==> src/rtl/core/vpr_pkg.sv <==
// Shared types, widths and mode codes for the vector projection and rejection core.
// Used by every module in rtl/core except vpr_div; depends on nothing else.
`default_nettype none

package vpr_pkg;

  localparam int ELEM_W     = 32;
  localparam int LANES      = 4;
  localparam int PROD_W     = 64;
  localparam int SQ_W       = 63;
  localparam int DOT_W      = 66;
  localparam int DMAG_W     = 65;
  localparam int DEN_W      = 65;
  localparam int DMAG_LO_W  = 33;
  localparam int DMAG_HI_W  = DMAG_W - DMAG_LO_W;
  localparam int PROJ_Q_W   = 33;
  localparam int SCAL_Q_W   = 65;
  localparam int ROOT_W     = 33;
  localparam int SQ_REM_W   = 36;
  localparam int RES_W      = 36;
  localparam int MODE_W     = 2;

  localparam logic [MODE_W-1:0] MODE_SCALAR = 2'd0;
  localparam logic [MODE_W-1:0] MODE_PROJ   = 2'd1;
  localparam logic [MODE_W-1:0] MODE_REJECT = 2'd2;
  localparam logic [MODE_W-1:0] MODE_SPARE  = 2'd3;

  typedef struct packed {
    logic signed [ELEM_W-1:0] left_x;
    logic signed [ELEM_W-1:0] left_y;
    logic signed [ELEM_W-1:0] left_z;
    logic signed [ELEM_W-1:0] left_w;
    logic signed [ELEM_W-1:0] right_x;
    logic signed [ELEM_W-1:0] right_y;
    logic signed [ELEM_W-1:0] right_z;
    logic signed [ELEM_W-1:0] right_w;
    logic                     last_in;
  } in_word_t;

  typedef struct packed {
    logic signed [ELEM_W-1:0] out_x;
    logic signed [ELEM_W-1:0] out_y;
    logic signed [ELEM_W-1:0] out_z;
    logic signed [ELEM_W-1:0] out_w;
    logic                     zero_norm;
    logic                     last_out;
  } out_word_t;

  typedef struct packed {
    logic [LANES-1:0][ELEM_W-1:0] left;
    logic [LANES-1:0]             rneg;
    logic                         last;
    logic                         zero;
    logic                         dneg;
  } side_t;

  typedef struct packed {
    logic last;
    logic zero;
    logic dneg;
  } tail_t;

  function automatic logic [ELEM_W-1:0] sat_res(input logic signed [RES_W-1:0] v);
    logic signed [RES_W-1:0] hi;
    logic signed [RES_W-1:0] lo;
    hi = 36'sd2147483647;
    lo = -36'sd2147483648;
    if (v > hi) begin
      return 32'h7FFF_FFFF;
    end else if (v < lo) begin
      return 32'h8000_0000;
    end
    return v[ELEM_W-1:0];
  endfunction

endpackage

`default_nettype wire

==> src/rtl/core/vpr_dot_lane.sv <==
// One element lane of the dot products: l*r and r*r, plus the magnitude of r.
// Depends on vpr_pkg.
`default_nettype none

module vpr_dot_lane (
  input  wire logic                                clk,
  input  wire logic                                en,
  input  wire logic signed [vpr_pkg::ELEM_W-1:0]   left,
  input  wire logic signed [vpr_pkg::ELEM_W-1:0]   right,
  output logic signed      [vpr_pkg::PROD_W-1:0]   prod_r,
  output logic             [vpr_pkg::SQ_W-1:0]     sq_r,
  output logic             [vpr_pkg::ELEM_W-1:0]   rmag_r,
  output logic                                     rneg_r
);

  logic [vpr_pkg::ELEM_W-1:0] rmag_nxt;
  logic [vpr_pkg::PROD_W-1:0] sq_nxt;

  assign rmag_nxt = right[vpr_pkg::ELEM_W-1] ? (~right + 1'b1) : right;
  assign sq_nxt   = rmag_nxt * rmag_nxt;

  always_ff @(posedge clk) begin
    if (en) begin
      prod_r <= left * right;
      sq_r   <= sq_nxt[vpr_pkg::SQ_W-1:0];
      rmag_r <= rmag_nxt;
      rneg_r <= right[vpr_pkg::ELEM_W-1];
    end
  end

endmodule

`default_nettype wire

==> config.mk <==
export PLATFORM = sky130hd
export DESIGN_NAME = vpr_dot_lane
export DESIGN_NICKNAME = d
export VERILOG_FILES = /design/src/rtl/core/vpr_pkg.sv /design/src/rtl/core/vpr_dot_lane.sv
export SDC_FILE = /design/constraint.sdc
export NUM_CORES = 2
export LEC_CHECK = 0
export BUFFER_PORTS_ARGS = -buffer_cell sky130_fd_sc_hd__buf_2
export CORE_MARGIN = 1.5
export CORE_UTILIZATION = 25
export CTS_BUF_LIST = sky130_fd_sc_hd__clkbuf_8
export DETAILED_ROUTE_END_ITERATION = 12
export PLACE_DENSITY = 0.49
export SYNTH_ARGS = -nofsm -noshare
export SYNTH_HDL_FRONTEND = slang
export SYNTH_SLANG_ARGS = --single-unit
==> constraint.sdc <==
create_clock -name clk -period 18.1 [get_ports clk]
set_input_delay 5.43 -clock clk [delete_from_list [all_inputs] [get_ports clk]]
set_output_delay 5.43 -clock clk [all_outputs]
set_load 0.05 [all_outputs]
======== Word-level counts from Yosys, hierarchy flattened ========
Cells that the tools add are included.
word-level totals
  flip-flop bits (word level) ............. 160
  input bits .............................. 66
  output and inout bits ................... 160
  logic and storage cells ................. 9
cells by class
  add/sub/neg operators ................... 1
  $mul .................................... 2
  multiplexer cells ....................... 1
  bitwise operators ....................... 1
operators by type and width
  cell                                           number
  multiplier 32 x 32 -> 64 bit                   1
  multiplier 32 x 32 -> 63 bit                   1
  adder 32 x 1 -> 32 bit, second input constant  1
  two-way mux 32 bit                             1
  NOT 32 bit                                     1

======== Depth between registers and ports, before layout ========
  depth in word-level cells ............... 4
  mapped depth ............................ 41
  depth with buffers taken out ............ 36

======== Worst setup path after synthesis ========
No wires, ideal clock.
  path kind ............................... input -> register
  start ................................... input port right[0] in the netlist's numbering
  end ..................................... register sq_r[62] in the netlist's numbering (data pin)
  setup time .............................. 0.262 ns
  arrival time ............................ 15.152 ns
  required time ........................... 17.838 ns
  slack ................................... 2.686 ns
  stages on the path ...................... 36
  buffers on the path ..................... 5
  cells stage by stage .................... clkbuf_1 -> inv_1 -> clkbuf_1 -> clkbuf_1 -> ha_1 -> nand4_1 -> or3_1 -> or4_1 -> or4_4 -> o21ai_1 -> xor2_1 -> clkbuf_1 -> nor2_1 -> ha_1 -> a21o_1 -> fa_1 -> inv_1 -> fa_1 -> fa_1 -> inv_1 -> fa_1 -> fa_1 -> fa_1 -> fa_1 -> ha_1 -> clkbuf_1 -> a21oi_1 -> o21a_1 -> and2_1 -> a221o_1 -> a21o_1 -> a21oi_1 -> o2111ai_1 -> a21oi_1 -> o221ai_1 -> xnor2_1
on the way
  cells in the longest elaborated chain, start to end .. 4
ends and longest elaborated chain
  element                         line                source
  start: declaration              vpr_dot_lane.sv:9   input wire logic signed [vpr_pkg::ELEM_W-1:0] right,
  NOT 32 bit                      vpr_dot_lane.sv:19  assign rmag_nxt = right[vpr_pkg::ELEM_W-1] ? (~right + 1'b1) : right;
  adder 32 x 1 -> 32 bit          vpr_dot_lane.sv:19
  two-way mux 32 bit *            vpr_dot_lane.sv:19
  multiplier 32 x 32 -> 63 bit *  vpr_dot_lane.sv:20  assign sq_nxt = rmag_nxt * rmag_nxt;
  via sq_nxt (one bit)            vpr_dot_lane.sv:17  logic [vpr_pkg::PROD_W-1:0] sq_nxt;
  end signal: assignment          vpr_dot_lane.sv:25  sq_r <= sq_nxt[vpr_pkg::SQ_W-1:0];
  end: declaration                vpr_dot_lane.sv:11  output logic [vpr_pkg::SQ_W-1:0] sq_r,
The timed path passes the listed nets; every way through them passes the cells marked *.
A chain may end at the register's enable or synchronous reset.

======== Final worst setup path ========
  start ................................... input port right[6] in the netlist's numbering
  end ..................................... register sq_r[61] in the netlist's numbering (data pin)
Same word-level chain as after synthesis.

==> impl_results.md <==
* Outcome: complete, no violations
* Post-Place Cells at 11150
* First-pass GRT wire length at 352 mm
* Residual DRC at 0
* Multiplexer share of the synthesized area at 0.0305%
* Worst-path clk slew at 0.20 ns
* Top_reg_cell synth: edfxtp_1
* Crit path launch: right[6]
* Xor/xnor cell area share of the yosys netlist at 2.34%
* Wire per inst at 20.3 um
* Pre-antenna DRT Iters at 7
* Postcts setup bufs at 0
* Post-cts sizing count at 0
* Pin count of the biggest net entering global routing at 66
* DP HPWL at 185 mm
* CTS tree: built
* Clk sink count at 158
* Endpoints failing hold at 0
* Clk root buf: clkbuf_8
* Worst endpoint required time at 18.53 ns
* Crit path DAT at 17.05 ns
* Simple-gate share of the synthesized area at 11.3%
* Worst slew pin tran at 1.09 ns
* Initial antenna violation count at 35
* Max-slew violations at 0
* Die area at 0.282 mm2
* Clock Tree Buf Depth at 2
* Ys async rst share at 0%
* # setup viols final at 0
* Total core area at 0.277 mm2
* Synth Warn # at 0
* Crit-path slowest cell: nor3_1
* CP Capture Point: sq_r[61]
* # H-tree levels at 4
* Unrepaired setup endpoints after global routing: false
* GRT Residual Overflow at 0
* Compound-Gate Fraction of Synth Area at 3.94%
* Vias in the first global route at 55726
* Die H at 531 um
* Layout Cells excl Fill at 11195
* Period utilisation layout at 91.8%
* Area Overhead vs Synth at 8.69%
* Sequential share of the synthesized area at 6.80%
* Vias/cell at 4.35
* Rows at 193
* CTS buffer count at 17
* Crit-path most repeated cell: fa_1
* Via count of the routed design at 48681
* Mean post-synth cell area at 9.41 um2
* Share of cells above drive strength 1 at 5.59%
* Routed Antenna Nets at 0
* Max transition margin at 27.1%
* Cell area after synthesis at 0.0698 mm2
* Slowest stage delay, CP at 0.87 ns
* Starting DRT DRC Count at 2963
* Post-Route WL at 227 mm
* Largest family of logic cells by synthesized area: adder cells
* Crit path max fanout at 13
* I/O Pins at 226
* Max_cap viols at 0
* Synth cell types at 72
* Post-DP Area at 0.0754 mm2
* Min Tclk post-route at 16.62 ns
* Gpl congestion at 0.916
* Achievable frequency at 0.0602 GHz
* Post-synthesis adder-cell area fraction at 62.2%
* Setup TNS at 0 ns
* Nature of the critical path endpoint: flip-flop
* Hold buffer count at cts at 0
* CP Class: input port to flip-flop
* Die X at 531 um
* Initial Util at 25.2%
* Startpoint types: input port
* Nets at 9869
* Post-synth EDFFs at 158
* Cell count after synthesis at 7414
* All-Layer GR Usage at 16.8%
* Post-route design area at 0.0758 mm2
* Yosys reg bits at 158
* Port Buf Inserts at 224
* Hold Path Class: input port to flip-flop
state kept, by name, indices dropped and copies added (netlist names):
register  cells
rmag_r       31
sq_r         62
prod_r       64
rneg_r        1
logic make-up (layout without fill, tap and decap cells):
kind of cell,after synthesis,count (layout)
compound gates,428,428
xor+xnor,184,184
flops,158,158
fa+ha+maj,2339,2339
buf+inv,2470,2510
mux,2,2
other cells,2,38
simple gates,1831,1831
critical path: cells and delay by family:
family | cells | cell delay (ns)
AND/OR/NAND/NOR | 7 | 3.10
buffers and inverters | 9 | 1.16
AO/OA/AOI/OAI | 9 | 2.73
XOR/XNOR | 2 | 0.23
adder cells (fa/ha/maj) | 9 | 4.38
Yosys cell counts, drive strengths merged, types with 10 or more instances:
master | count | area share, %
o21ai | 87 | 0.62
and2 | 256 | 2.3
nand2 | 1070 | 5.8
clkbuf | 291 | 1.6
xor2 | 68 | 0.89
nand4 | 26 | 0.23
nor3 | 18 | 0.13
o21a | 20 | 0.22
and3 | 12 | 0.11
xnor2 | 116 | 1.5
nor2b | 14 | 0.13
nand2b | 38 | 0.34
a31oi | 18 | 0.16
o21bai | 13 | 0.14
buf | 44 | 0.28
a21o | 63 | 0.68
a211oi | 19 | 0.20
nor2 | 339 | 1.8
a21oi | 129 | 0.93
o211ai | 12 | 0.13
edfxtp | 158 | 6.8
fa | 1880 | 54
o31ai | 10 | 0.11
ha | 459 | 8.2
inv | 2128 | 11
nand3 | 26 | 0.19
area by class of cell:
cell class	instances	area, um2
Antenna cell	13	32.5
Fill cell	29497	201000
Sequential cell	158	4740
Tap cell	3705	4640
Clock inverter	15	175
Clock buffer	17	234
Timing Repair Buffer	343	2020
Inverter	2135	8010
Multi-Input combinational cell	4809	56000
metal layers:
layer | vias to the layer above | wire [um] | global-route usage (%) | part of all wire (%)
met5 | - | 71 | 0 | 0.031
met4 | 12 | 7350 | 5.29 | 3.2
met3 | 276 | 10800 | 2.16 | 4.8
met2 | 1255 | 112000 | 28.8 | 49
met1 | 25857 | 97200 | 21.8 | 43
li1 | 21281 | - | - | -
how the worst min path moves through the flow:
stage / start / endpoint / slack [ns] / cells after the start
2_1_floorplan: right[31] / rneg_r / 5.53 / 0
3_3_place_gp: sq_r[4] / sq_r[4] / 5.97 / 1
3_5_place_dp: sq_r[8] / sq_r[8] / 5.97 / 1
4_1_cts: en / rneg_r / 5.28 / 1
5_1_grt: left[0] / prod_r[0] / 5.35 / 3
6_report: en / rneg_r / 5.39 / 1
stage by stage:
stage,utilization [%],worst slack (ns),hold WS [ns]
4_1_cts,27.4,1.69,5.28
3_5_place_dp,27.2,0.911,5.97
5_1_grt,27.4,1.27,5.35
6_report,27.4,1.48,5.39
2_1_floorplan,-,2.69,5.53
3_3_place_gp,27.2,1.08,5.97
layout by cell type (no fill, tap or decap), types with 53 or more instances in the layout:
cell	count
xor2_1	53
a21oi_1	129
inv_1	2123
fa_1	1880
nor2_1	339
o21ai_0	84
buf_2	223
and2_1	256
edfxtp_1	158
buf_4	119
xnor2_1	108
a21o_1	63
nand2_1	1070
ha_1	459
Power is left out: the tool's default activity adds up to more than one toggle a clock period on the data nets, which glitch-free logic cannot reach.
